$ cat src/rtl/bpe_pkg.sv
// bpe_pkg: shared types and constants of the bitmap pixel expander
// register indexes, screen orientations, configuration and queued work words
// used by the modules under rtl other than bpe_fifo
package bpe_pkg;

  localparam int unsigned CoordW   = 16;
  localparam int unsigned ColorW   = 16;
  localparam int unsigned CfgAddrW = 3;
  localparam int unsigned CfgDataW = 16;
  localparam int unsigned PixPerByte = 8;
  localparam int unsigned QueueDepth = 2;

  typedef enum logic [CfgAddrW-1:0] {
    REG_ORIGIN_X      = 3'd0,
    REG_ORIGIN_Y      = 3'd1,
    REG_BITMAP_WIDTH  = 3'd2,
    REG_BITMAP_HEIGHT = 3'd3,
    REG_MSB_FIRST     = 3'd4,
    REG_ORIENTATION   = 3'd5,
    REG_DRAW_COLOR    = 3'd6
  } reg_idx_e;

  typedef enum logic [1:0] {
    ORIENT_PORTRAIT     = 2'd0,
    ORIENT_LANDSCAPE_CW = 2'd1,
    ORIENT_LANDSCAPE_CCW = 2'd2,
    ORIENT_PORTRAIT_180 = 2'd3
  } orient_e;

  typedef struct packed {
    logic [CoordW-1:0] origin_x;
    logic [CoordW-1:0] origin_y;
    logic [CoordW-1:0] bitmap_width;
    logic [CoordW-1:0] bitmap_height;
    logic              msb_first;
    orient_e           orientation;
    logic [ColorW-1:0] draw_color;
  } cfg_t;

  // one byte worth of pixels, mask bit b is column b from the left
  typedef struct packed {
    logic [PixPerByte-1:0] mask;
    logic [CoordW-1:0]     lx0;
    logic [CoordW-1:0]     ly;
  } work_t;

  localparam int unsigned WorkW = $bits(work_t);

endpackage

$ cat src/rtl/bpe_fifo.sv
// bpe_fifo: small register queue between the front and back sections
// generic width and depth, full and empty flags decoded from a registered count
// no package dependency
module bpe_fifo #(
  parameter int unsigned WIDTH = 8,
  parameter int unsigned DEPTH = 2
) (
  input  logic             clk_i,
  input  logic             rst_ni,
  input  logic             push_i,
  input  logic [WIDTH-1:0] wdata_i,
  output logic             ready_o,
  output logic             valid_o,
  input  logic             pop_i,
  output logic [WIDTH-1:0] rdata_o
);

  localparam int unsigned PtrW = (DEPTH > 1) ? $clog2(DEPTH) : 1;
  localparam int unsigned CntW = $clog2(DEPTH + 1);

  logic [WIDTH-1:0] mem_q [DEPTH];
  logic [PtrW-1:0]  wptr_q, wptr_d, rptr_q, rptr_d;
  logic [CntW-1:0]  cnt_q, cnt_d;
  logic             do_push, do_pop;

  assign ready_o = (cnt_q != CntW'(DEPTH));
  assign valid_o = (cnt_q != '0);
  assign rdata_o = mem_q[rptr_q];
  assign do_push = push_i && ready_o;
  assign do_pop  = pop_i && valid_o;

  always_comb begin
    wptr_d = wptr_q;
    rptr_d = rptr_q;
    cnt_d  = cnt_q;
    if (do_push) begin
      wptr_d = (wptr_q == PtrW'(DEPTH - 1)) ? '0 : wptr_q + PtrW'(1);
    end
    if (do_pop) begin
      rptr_d = (rptr_q == PtrW'(DEPTH - 1)) ? '0 : rptr_q + PtrW'(1);
    end
    if (do_push && !do_pop) begin
      cnt_d = cnt_q + CntW'(1);
    end else if (do_pop && !do_push) begin
      cnt_d = cnt_q - CntW'(1);
    end
  end

  always_ff @(posedge clk_i or negedge rst_ni) begin
    if (!rst_ni) begin
      wptr_q <= '0;
      rptr_q <= '0;
      cnt_q  <= '0;
    end else begin
      wptr_q <= wptr_d;
      rptr_q <= rptr_d;
      cnt_q  <= cnt_d;
    end
  end

  always_ff @(posedge clk_i) begin
    if (do_push) begin
      mem_q[wptr_q] <= wdata_i;
    end
  end

endmodule

$ cat src/rtl/bpe_front.sv
// bpe_front: accepts bitmap bytes, tracks row and byte-in-row position
// and turns each byte into a pixel mask with its logical base point
// depends on bpe_pkg
module bpe_front (
  input  logic                 clk_i,
  input  logic                 rst_ni,
  input  bpe_pkg::cfg_t        cfg_i,
  input  logic                 in_valid_i,
  output logic                 in_ready_o,
  input  logic [7:0]           data_byte_i,
  input  logic                 start_req_i,
  input  logic                 q_ready_i,
  output logic                 q_push_o,
  output bpe_pkg::work_t       q_work_o
);
  import bpe_pkg::*;

  logic [15:0] row_q, row_d;
  logic [12:0] bir_q, bir_d;
  logic        done_q, done_d;

  logic [15:0] eff_row, row_inc, col_base;
  logic [12:0] eff_bir;
  logic        eff_done, active, accept, wrap;
  logic [13:0] bpr;
  logic [PixPerByte-1:0] in_width, pix, mask;

  assign in_ready_o = q_ready_i;
  assign accept     = in_valid_i && in_ready_o;

  assign eff_row  = start_req_i ? '0 : row_q;
  assign eff_bir  = start_req_i ? '0 : bir_q;
  assign eff_done = start_req_i ? 1'b0 : done_q;
  assign active   = !eff_done && (cfg_i.bitmap_width != '0) &&
                    (eff_row < cfg_i.bitmap_height);

  assign bpr      = 14'((17'(cfg_i.bitmap_width) + 17'd7) >> 3);
  assign wrap     = (14'(eff_bir) + 14'd1) >= bpr;
  assign row_inc  = eff_row + 16'd1;
  assign col_base = {eff_bir, 3'b000};

  always_comb begin
    for (int b = 0; b < PixPerByte; b++) begin
      in_width[b] = (17'(col_base) + 17'(b)) < 17'(cfg_i.bitmap_width);
      pix[b]      = cfg_i.msb_first ? data_byte_i[PixPerByte-1-b] : data_byte_i[b];
    end
  end

  assign mask = in_width & pix & {PixPerByte{active}};

  assign q_push_o       = accept && (mask != '0);
  assign q_work_o.mask  = mask;
  assign q_work_o.lx0   = cfg_i.origin_x + col_base;
  assign q_work_o.ly    = cfg_i.origin_y + eff_row;

  always_comb begin
    row_d  = row_q;
    bir_d  = bir_q;
    done_d = done_q;
    if (accept) begin
      row_d = eff_row;
      bir_d = eff_bir;
      if (!active) begin
        done_d = 1'b1;
      end else if (wrap) begin
        bir_d  = '0;
        row_d  = row_inc;
        done_d = (row_inc >= cfg_i.bitmap_height) || (row_inc == '0);
      end else begin
        bir_d  = eff_bir + 13'd1;
        done_d = 1'b0;
      end
    end
  end

  always_ff @(posedge clk_i or negedge rst_ni) begin
    if (!rst_ni) begin
      row_q  <= '0;
      bir_q  <= '0;
      done_q <= 1'b1;
    end else begin
      row_q  <= row_d;
      bir_q  <= bir_d;
      done_q <= done_d;
    end
  end

endmodule

$ cat src/rtl/bpe_back.sv
// bpe_back: walks the set bits of the queued pixel mask, one pixel a cycle unless the output stalls,
// maps each point for the screen orientation and holds it in the output register
// depends on bpe_pkg
module bpe_back #(
  parameter int unsigned PANEL_WIDTH  = 240,
  parameter int unsigned PANEL_HEIGHT = 320,
  parameter int unsigned COL_OFFSET   = 0,
  parameter int unsigned ROW_OFFSET   = 0
) (
  input  logic                       clk_i,
  input  logic                       rst_ni,
  input  bpe_pkg::cfg_t              cfg_i,
  input  logic                       q_valid_i,
  input  bpe_pkg::work_t             q_work_i,
  output logic                       q_pop_o,
  output logic                       out_valid_o,
  input  logic                       out_ready_i,
  output logic [bpe_pkg::CoordW-1:0] panel_col_o,
  output logic [bpe_pkg::CoordW-1:0] panel_row_o,
  output logic [bpe_pkg::ColorW-1:0] pixel_color_o,
  output logic                       last_pixel_o
);
  import bpe_pkg::*;

  localparam logic [CoordW-1:0] ColOff  = CoordW'(COL_OFFSET);
  localparam logic [CoordW-1:0] RowOff  = CoordW'(ROW_OFFSET);
  localparam logic [CoordW-1:0] ColBase = CoordW'(PANEL_WIDTH - 1 + COL_OFFSET);
  localparam logic [CoordW-1:0] RowBase = CoordW'(PANEL_HEIGHT - 1 + ROW_OFFSET);

  logic [PixPerByte-1:0] sent_q, sent_d, cur, first, rest;
  logic [2:0]            idx;
  logic [CoordW-1:0]     lx, ly, col_d, row_d, col_q, row_q;
  logic [ColorW-1:0]     color_q;
  logic                  valid_q, valid_d, last_q, step;

  assign cur   = q_work_i.mask & ~sent_q;
  assign first = cur & (~cur + PixPerByte'(1));
  assign rest  = cur & ~first;

  always_comb begin
    idx = '0;
    for (int i = 0; i < PixPerByte; i++) begin
      if (first[i]) begin
        idx = idx | 3'(i);
      end
    end
  end

  assign lx = q_work_i.lx0 + CoordW'(idx);
  assign ly = q_work_i.ly;

  always_comb begin
    unique case (cfg_i.orientation)
      ORIENT_PORTRAIT: begin
        col_d = lx + ColOff;
        row_d = ly + RowOff;
      end
      ORIENT_LANDSCAPE_CW: begin
        col_d = ly + ColOff;
        row_d = RowBase - lx;
      end
      ORIENT_LANDSCAPE_CCW: begin
        col_d = ColBase - ly;
        row_d = lx + RowOff;
      end
      ORIENT_PORTRAIT_180: begin
        col_d = ColBase - lx;
        row_d = RowBase - ly;
      end
      default: begin
        col_d = lx;
        row_d = ly;
      end
    endcase
  end

  assign step    = q_valid_i && (!valid_q || out_ready_i);
  assign q_pop_o = step && (rest == '0);

  always_comb begin
    sent_d  = sent_q;
    valid_d = valid_q;
    if (valid_q && out_ready_i) begin
      valid_d = 1'b0;
    end
    if (step) begin
      valid_d = 1'b1;
      sent_d  = (rest == '0) ? '0 : (sent_q | first);
    end
  end

  always_ff @(posedge clk_i or negedge rst_ni) begin
    if (!rst_ni) begin
      valid_q <= 1'b0;
      sent_q  <= '0;
    end else begin
      valid_q <= valid_d;
      sent_q  <= sent_d;
    end
  end

  always_ff @(posedge clk_i) begin
    if (step) begin
      col_q   <= col_d;
      row_q   <= row_d;
      color_q <= cfg_i.draw_color;
      last_q  <= (rest == '0);
    end
  end

  assign out_valid_o   = valid_q;
  assign panel_col_o   = col_q;
  assign panel_row_o   = row_q;
  assign pixel_color_o = color_q;
  assign last_pixel_o  = last_q;

endmodule

$ cat src/rtl/bitmap_pixel_expander_core.sv
// bitmap_pixel_expander_core: top level, configuration registers, front, queue, back
// path: an accepted byte's mask goes into the queue, and the back section registers
// its pixel words in the output register; throughput: one pixel word a cycle while the
// output is not stalled, one per drawn pixel (at most 8); a byte with none is not queued
// reset: position counters cleared with the bitmap marked done, registers to defaults,
// queue and output register empty; depends on bpe_pkg, bpe_front, bpe_fifo, bpe_back
module bitmap_pixel_expander_core #(
  parameter int unsigned PANEL_WIDTH  = 240,
  parameter int unsigned PANEL_HEIGHT = 320,
  parameter int unsigned COL_OFFSET   = 0,
  parameter int unsigned ROW_OFFSET   = 0
) (
  input  logic                         clk_i,
  input  logic                         rst_ni,
  input  logic                         cfg_we_i,
  input  logic [bpe_pkg::CfgAddrW-1:0] cfg_addr_i,
  input  logic [bpe_pkg::CfgDataW-1:0] cfg_wdata_i,
  input  logic                         in_valid_i,
  output logic                         in_ready_o,
  input  logic [7:0]                   data_byte_i,
  input  logic                         start_req_i,
  output logic                         out_valid_o,
  input  logic                         out_ready_i,
  output logic [bpe_pkg::CoordW-1:0]   panel_col_o,
  output logic [bpe_pkg::CoordW-1:0]   panel_row_o,
  output logic [bpe_pkg::ColorW-1:0]   pixel_color_o,
  output logic                         last_pixel_o
);
  import bpe_pkg::*;

  cfg_t  cfg_q, cfg_d;
  work_t push_work, head_work;
  logic  q_push, q_ready, q_valid, q_pop;
  logic [WorkW-1:0] head_bits;

  always_comb begin
    cfg_d = cfg_q;
    if (cfg_we_i) begin
      unique case (cfg_addr_i)
        REG_ORIGIN_X:      cfg_d.origin_x      = cfg_wdata_i;
        REG_ORIGIN_Y:      cfg_d.origin_y      = cfg_wdata_i;
        REG_BITMAP_WIDTH:  cfg_d.bitmap_width  = cfg_wdata_i;
        REG_BITMAP_HEIGHT: cfg_d.bitmap_height = cfg_wdata_i;
        REG_MSB_FIRST:     cfg_d.msb_first     = cfg_wdata_i[0];
        REG_ORIENTATION:   cfg_d.orientation   = orient_e'(cfg_wdata_i[1:0]);
        REG_DRAW_COLOR:    cfg_d.draw_color    = cfg_wdata_i;
        default: ;
      endcase
    end
  end

  always_ff @(posedge clk_i or negedge rst_ni) begin
    if (!rst_ni) begin
      cfg_q.origin_x      <= '0;
      cfg_q.origin_y      <= '0;
      cfg_q.bitmap_width  <= 16'd8;
      cfg_q.bitmap_height <= 16'd8;
      cfg_q.msb_first     <= 1'b1;
      cfg_q.orientation   <= ORIENT_PORTRAIT;
      cfg_q.draw_color    <= '0;
    end else begin
      cfg_q <= cfg_d;
    end
  end

  bpe_front u_front (
    .clk_i       (clk_i),
    .rst_ni      (rst_ni),
    .cfg_i       (cfg_q),
    .in_valid_i  (in_valid_i),
    .in_ready_o  (in_ready_o),
    .data_byte_i (data_byte_i),
    .start_req_i (start_req_i),
    .q_ready_i   (q_ready),
    .q_push_o    (q_push),
    .q_work_o    (push_work)
  );

  bpe_fifo #(
    .WIDTH (WorkW),
    .DEPTH (QueueDepth)
  ) u_fifo (
    .clk_i   (clk_i),
    .rst_ni  (rst_ni),
    .push_i  (q_push),
    .wdata_i (push_work),
    .ready_o (q_ready),
    .valid_o (q_valid),
    .pop_i   (q_pop),
    .rdata_o (head_bits)
  );

  assign head_work = work_t'(head_bits);

  bpe_back #(
    .PANEL_WIDTH  (PANEL_WIDTH),
    .PANEL_HEIGHT (PANEL_HEIGHT),
    .COL_OFFSET   (COL_OFFSET),
    .ROW_OFFSET   (ROW_OFFSET)
  ) u_back (
    .clk_i         (clk_i),
    .rst_ni        (rst_ni),
    .cfg_i         (cfg_q),
    .q_valid_i     (q_valid),
    .q_work_i      (head_work),
    .q_pop_o       (q_pop),
    .out_valid_o   (out_valid_o),
    .out_ready_i   (out_ready_i),
    .panel_col_o   (panel_col_o),
    .panel_row_o   (panel_row_o),
    .pixel_color_o (pixel_color_o),
    .last_pixel_o  (last_pixel_o)
  );

endmodule

$ cat config.mk
export PLATFORM = sky130hd
export DESIGN_NAME = bitmap_pixel_expander_core
export DESIGN_NICKNAME = d
export VERILOG_FILES = /design/src/rtl/bpe_pkg.sv /design/src/rtl/bpe_fifo.sv /design/src/rtl/bpe_front.sv /design/src/rtl/bpe_back.sv /design/src/rtl/bitmap_pixel_expander_core.sv
export SDC_FILE = /design/constraint.sdc
export NUM_CORES = 1
export LEC_CHECK = 0
export ABC_CLOCK_PERIOD_IN_PS = 9010
export BUFFER_PORTS_ARGS = -buffer_cell sky130_fd_sc_hd__buf_4
export CORE_AREA = 10 10 215 238
export CTS_CLUSTER_DIAMETER = 30
export CTS_CLUSTER_SIZE = 24
export DETAILED_ROUTE_END_ITERATION = 12
export DIE_AREA = 0 0 225 248
export GPL_ROUTABILITY_DRIVEN = 0
export PLACE_DENSITY = 0.6
export SETUP_SLACK_MARGIN = 0.15
export SYNTH_ARGS = -nofsm -noshare
export SYNTH_HDL_FRONTEND = slang
export SYNTH_HIERARCHICAL = 1
export SYNTH_SLANG_ARGS = --single-unit
export TNS_END_PERCENT = 5
$ cat constraint.sdc
create_clock -name clk_i -period 9.01 [get_ports clk_i]
set_clock_uncertainty 0.15 [all_clocks]
set_input_delay 0.901 -clock clk_i [delete_from_list [all_inputs] [get_ports clk_i]]
set_output_delay 0.901 -clock clk_i [all_outputs]
set_load 0.02 [all_outputs]
==> results.toml, run 1 <==
[power]
power_mw = 6.33
p_sw_share_pct = 36.0
p_seq_share_pct = 29.3
vdd_ir_drop_max_v = 0.000177
p_sw_mw = 2.28
internal_power_mw = 4.05
power.density_mw_per_mm2 = 333
power_frac_clock_pct = 33.4
p_leak_nw = 8.10
power.share.combinational_pct = 37.3

[yosys]
ys_types = 100
netlist_area_mm2 = 0.0160
yosys_warnings = 6
ys.flop_type = "edfxtp_1"
synth-edff-count = 129
yosysSeqAreaShare_pct = 44.0
synth-async-reset-ratio_pct = 49.4
ys_ff_latch = 255
synth_area_per_cell_um2 = 11.5
syn_nets = 1525
netlist_instances = 1395

[timing]
tns_ps = 0
min_period_ps = 5540
drv_slew = 0
setup_ws_ps = 3470
max-slew-margin-rel_pct = 25.3
tightestPinTransition_ps = 1120
rsz0062_at_grt = "false"
fin_hold_ws_ps = 185
clock.fmax_mhz = 180
finalSetupViolCount = 0
final-hold-violation-count = 0
period_share_pct = 61.5

[floorplan]
core_area_mm2 = 0.0462
pin_count = 84
die_h_um = 248
chipWidth_um = 225
rows = 83
start_util_pct = 34.6
die_area_mm2 = 0.0558

[drt]
drt_iter0_drc = 621
finalWirelength_um = 40300
wl_per_cell_um = 19.0
drc = 0
drt_first_pass_iters = 6
ant_nets = 0
vias = 11300
vias_per_cell = 5.31

[clock_tree]
cts_resized = 0
clk_pin_slew_ps = 50
cts_max_level = 2
clockBufferDepth = 3
cts_tree = "built"
post_cts.repair.setup_buffers = 0
cts_num_sinks = 255
cts-hold-fix-buffers = 0
clk_latency_ps = 600
numCtsBuffers = 56
root_buffer = "clkbuf_16"

[grt]
grt_usage_pct = 14.3
grt_pass1_wl_um = 63000
antenna_found_initial = 1
overflow = 0
grt_pass1_vias = 11300
grt_max_degree = 81

[setup_path]
worstPathRequired_ps = 9190
crit_type = "flip-flop to flip-flop"
cp-start-kind = "flip-flop"
cp_max_fo = 36
worstPathArrival_ps = 5720
r2r_slack_ps = 3470
r2r.worst_path.cells = 19
r2r-start = "u_fifo/rptr_q"
cp-end-kind = "flip-flop"
reg2reg_to = "u_back/panel_row_o[14]"

[placed_design]
dpl.hpwl_um = 29600
dpl_cell_area_mm2 = 0.0170
io_buffers = 83
pre_cts_ws_ps = 3490
dp.cells = 2019

[final_layout]
final_nets = 1612
instances_no_fill = 2123
syn2layout_area_growth_pct = 18.7
antenna_cells = 0
final_area_mm2 = 0.0190
drive_gt1_share_pct = 24.1
fin_util_pct = 41.1

[hold_path]
hold_path_class = "input pin to asynchronous set/reset pin"

[job]
cap_violations = 0

[outcome]
status = "finished clean"
layout by cell type (no fill, tap or decap), drive strengths merged, types with 20 or more instances in the layout:
master / instances
a21oi: 54
a31oi: 20
buf: 90
clkbuf: 66
dfrtp: 122
edfxtp: 129
ha: 94
inv: 68
mux2: 132
mux2i: 40
nand2: 72
nand2b: 24
nand3: 30
nor2: 80
nor2b: 40
nor3: 28
o21ai: 67
xnor2: 55
xor2: 44
synth_stat cells, types with 5 or more instances:
| cell type | count | area (um^2) |
|---|---|---|
| edfxtp_1 | 129 | 3870 |
| dfrtp_1 | 122 | 3050 |
| ha_1 | 94 | 1180 |
| nor2_1 | 80 | 300 |
| mux2_2 | 73 | 822 |
| nand2_1 | 72 | 270 |
| o21ai_0 | 61 | 305 |
| inv_1 | 59 | 221 |
| mux2_4 | 59 | 886 |
| a21oi_1 | 54 | 270 |
| xnor2_1 | 53 | 464 |
| xor2_1 | 42 | 368 |
| mux2i_1 | 40 | 400 |
| nor2b_1 | 39 | 244 |
| nand3_1 | 30 | 150 |
| nor3_1 | 27 | 135 |
| nand2b_1 | 24 | 150 |
| a31oi_1 | 19 | 119 |
| clkbuf_1 | 19 | 71.3 |
| a21o_1 | 16 | 120 |
| a22o_1 | 16 | 140 |
| and3_1 | 16 | 100 |
| nand4_1 | 16 | 100 |
| a211oi_1 | 11 | 82.6 |
| and2_1 | 11 | 68.8 |
| nor4_1 | 11 | 68.8 |
| buf_1 | 10 | 37.5 |
| o21a_1 | 10 | 75.1 |
| buf_6 | 9 | 101 |
| buf_2 | 8 | 40.0 |
| buf_4 | 8 | 60.1 |
| o22ai_1 | 8 | 50.1 |
| o211ai_1 | 7 | 52.6 |
| a211o_1 | 6 | 52.6 |
| buf_12 | 6 | 120 |
| a221o_1 | 5 | 50.1 |
| o31ai_1 | 5 | 37.5 |
| or2_2 | 5 | 31.3 |
| or3_1 | 5 | 31.3 |
worst max-delay path: stages (launching register included):
cell,delay (ps)
dfrtp_2,450
buf_4,560
mux2_4,360
nor2b_1,170
or2_2,320
nor2_1,180
nand2_1,80
o22ai_1,210
inv_1,100
fa_1,450
nor2b_1,160
o2111ai_1,210
xnor2_1,270
mux2i_1,190
ha_1,260
nor2b_1,70
o32a_2,360
a2111oi_4,300
xor2_1,120
a221o_1,290
registers in the layout, indices dropped and copies added, names as in the netlist:
| register | count |
|---|---|
| cfg_q | 83 |
| u_fifo/mem_q | 80 |
| u_back/panel_col_o | 16 |
| u_back/panel_row_o | 16 |
| u_back/pixel_color_o | 16 |
| u_front/row_q | 16 |
| u_front/bir_q | 13 |
| u_back/sent_q | 8 |
| u_fifo/cnt_q | 2 |
| u_back/last_pixel_o | 1 |
| u_back/out_valid_o | 1 |
| u_fifo/rptr_q | 1 |
| u_fifo/wptr_q | 1 |
| u_front/done_q | 1 |
kinds of logic after synthesis:
kind of cell | count (synthesis) | synth area share (%)
buffers and inverters | 120 | 4.11
adders and majority gates | 99 | 7.86
xor gates and xnor gates | 99 | 5.61
muxes | 173 | 13.3
and+or+nand+nor | 372 | 12.7
DFF | 255 | 44.0
AOI/OAI and AO/OA | 277 | 12.4
layer usage:
layer / part of all wire [%] / wire, um / track usage [%] / up-vias
met1: 43 / 17500 / 17.9 / 5515
met3: 5.9 / 2370 / 2.86 / 85
li1: - / - / - / 5363
met5: 0 / 0 / 0 / -
met4: 3.0 / 1220 / 6.24 / 0
met2: 48 / 19200 / 23.6 / 310
worst max path at each step:
| stage | cells after the start | to | from | slack [ps] |
|---|---|---|---|---|
| 2_1_floorplan | 16 | u_fifo/mem_q[0][0] | start_req_i | 3010 |
| 3_3_place_gp | 19 | u_back/panel_row_o[14] | u_fifo/rptr_q | 3540 |
| 3_5_place_dp | 19 | u_back/panel_row_o[14] | u_fifo/rptr_q | 3490 |
| 4_1_cts | 19 | u_back/panel_row_o[14] | u_fifo/rptr_q | 3440 |
| 5_1_grt | 18 | u_back/panel_row_o[14] | u_fifo/rptr_q | 3160 |
| 6_report | 19 | u_back/panel_row_o[14] | u_fifo/rptr_q | 3470 |
final cells by class:
type                            instances  area [um^2]
Fill cell                            4369        27200
Multi-Input combinational cell       1020         8320
Sequential cell                       255         7040
Clock buffer                           66         1460
Tap cell                              595          744
Timing Repair Buffer                   90          679
Clock inverter                         38          536
Inverter                               59          221
power by group through the flow:
stage                     sequential [mW]  combinational (mW)  clock, mW
after floorplan                      1.95                1.65          0
after global placement               1.86                2.34          0
after detailed placement             1.88                2.37          0
after CTS                            1.86                2.38       2.16
after global routing                 1.89                2.58       2.21
final                                1.85                2.36       2.12
(Power assumes the default switching activity.)
==> inputs of run 2 (changes only) <==
--- a/config.mk
+++ b/config.mk
@@ -5,7 +5,7 @@
 export SDC_FILE = /design/constraint.sdc
 export NUM_CORES = 1
 export LEC_CHECK = 0
-export ABC_CLOCK_PERIOD_IN_PS = 9010
+export ABC_CLOCK_PERIOD_IN_PS = 5370
 export BUFFER_PORTS_ARGS = -buffer_cell sky130_fd_sc_hd__buf_4
 export CORE_AREA = 10 10 215 238
 export CTS_CLUSTER_DIAMETER = 30
==> constraint.sdc (replaced) <==
create_clock -name clk_i -period 5.37 [get_ports clk_i]
set_clock_uncertainty 0.15 [all_clocks]
set_input_delay 0.537 -clock clk_i [delete_from_list [all_inputs] [get_ports clk_i]]
set_output_delay 0.537 -clock clk_i [all_outputs]
set_load 0.02 [all_outputs]
==> results.toml, run 2 (synthesized netlist as in run 1, its figures left out) <==
[drt]
finalWirelength_um = 40800
vias_per_cell = 5.26
ant_nets = 0
vias = 11300
wl_per_cell_um = 19.0
drt_first_pass_iters = 5
drt_iter0_drc = 667
drc = 0

[final_layout]
largest_reg_flops = 83
final_nets = 1636
regMostFlops = "cfg_q"
reg_top3 = "cfg_q: 83 flops, u_fifo/mem_q: 80 flops"
antenna_cells = 0
instances_no_fill = 2151
syn2layout_area_growth_pct = 20.6
drive_gt1_share_pct = 25.8
mostFrequentLayoutCell = "edfxtp_1"
final_cell_mix = "129 x edfxtp_1, 119 x dfrtp_1, 110 x buf_4"
n_fill_cell = 4296

[setup_path]
slowest_delay_ps = 470
r2r-start = "u_fifo/rptr_q"
path_cells = "mux2_4, nor2b_1, or2_2, nor2_1, nand2_1, o22ai_1, inv_1, fa_1, nor2b_1, o2111ai_1, xnor2_2, mux2i_1, ha_1, nor2b_1, o32a_2, a2111oi_4, xor2_1, a221o_1"
crit_path_top_delay_cell = "dfrtp_2"
crit_start = "u_fifo/rptr_q"
reg2reg_to = "u_back/panel_row_o[14]"
worstPathArrival_ps = 5140
cpMostUsedCell = "nor2b_1"
cp-end-kind = "flip-flop"
worstPathRequired_ps = 5570
r2r.worst_path.cells = 18
crit_end = "u_back/panel_row_o[14]"
crit_type = "flip-flop to flip-flop"
cp_max_fo = 8
r2r_slack_ps = 430
cp-start-kind = "flip-flop"

[clock_tree]
clk_latency_ps = 620
cts_tree = "built"
root_buffer = "clkbuf_16"
cts_max_level = 2
numCtsBuffers = 58
clk_pin_slew_ps = 50
cts_num_sinks = 255
clockBufferDepth = 3

[timing]
finalSetupViolCount = 0
fin_hold_ws_ps = 71.5
rsz0062_at_grt = "false"
clock.fmax_mhz = 202
tightestPinTransition_ps = 853
min_period_ps = 4940
drv_slew = 0
tns_ps = 0
final-hold-violation-count = 0
max-slew-margin-rel_pct = 43.2
period_share_pct = 92.0

[hold_path]
hold_path_class = "input pin to flip-flop"
holdPathStages = 3

[floorplan]
rows = 83
die_area_mm2 = 0.0558
pin_count = 84
core_area_mm2 = 0.0462
start_util_pct = 34.6
die_h_um = 248
chipWidth_um = 225

[power]
vdd_ir_drop_max_v = 0.000298
power.density_mw_per_mm2 = 564
p_leak_nw = 8.28

[outcome]
status = "finished clean"

[grt]
grt_max_degree = 87
grt_usage_pct = 14.7
antenna_found_initial = 0
overflow = 0
grt_pass1_wl_um = 64400
grt_pass1_vias = 11400

[placed_design]
dpl.hpwl_um = 29800
io_buffers = 83
dp.cells = 2037

[job]
cap_violations = 0
-- run 2: worst min path at each step --
stage | start | to | slack, ps
2_1_floorplan | rst_ni | cfg_q[0] | 90
3_3_place_gp | cfg_q[12] | u_back/pixel_color_o[12] | 280
3_5_place_dp | cfg_q[1] | u_back/pixel_color_o[1] | 280
4_1_cts | cfg_wdata_i[12] | cfg_q[63] | 50
5_1_grt | cfg_wdata_i[12] | cfg_q[63] | 60
6_report | out_ready_i | u_back/out_valid_o | 70
-- run 2: what timing repair did --
action,in CTS,in global routing
buffers inserted,0,3
hold buffers,1,0
endpoints found under the setup margin,0,4
hold endpoints to repair,81,0
gates resized for setup,0,2
-- run 2: worst max-delay path, delay by kind of cell (launching register included) --
kind | cells | cell delay, ps
AOI/OAI and AO/OA | 5 | 1420
and+or+nand+nor | 6 | 970
adders and majority gates | 2 | 710
muxes | 2 | 500
DFF | 1 | 470
xor gates and xnor gates | 2 | 360
buffers and inverters | 1 | 90
-- run 2: final cells by class --
type | instances | area [um^2] | area share, %
clock buffers | 69 | 1540 | 7.99
clock inverters | 41 | 578 | 3.00
inverters | 59 | 221 | 1.15
multi-input cells | 1020 | 8330 | 43.2
flip-flops and latches | 255 | 7040 | 36.5
well taps | 595 | 744 | 3.86
repair buffers | 112 | 847 | 4.39
-- run 2: routing by layer --
| layer | vias to the layer above | part of all wire (%) | track usage (%) |
|---|---|---|---|
| met1 | 5499 | 44 | 18.3 |
| met3 | 103 | 4.8 | 2.47 |
| met2 | 298 | 48 | 24.3 |
| met5 | - | 0 | 0 |
| met4 | 0 | 3.9 | 7.00 |
| li1 | 5417 | - | - |
-- run 2: report_power, final --
| part | switching, mW | leakage [nW] | internal (mW) |
|---|---|---|---|
| clock network | 1.19 | 1.00 | 2.55 |
| logic | 2.42 | 4.51 | 1.65 |
| registers | 0.275 | 2.77 | 2.81 |
-- run 2: per-stage QoR --
stage	total power [mW]	util [%]	setup slack, ps	area, um^2
floorplan	6.02	-	390	16000
global placement	7.10	37.1	453	17100
detailed placement	7.17	37.1	420	17100
CTS	11.0	41.7	412	19300
global route	11.5	41.8	162	19300
finish	10.9	41.8	432	19300
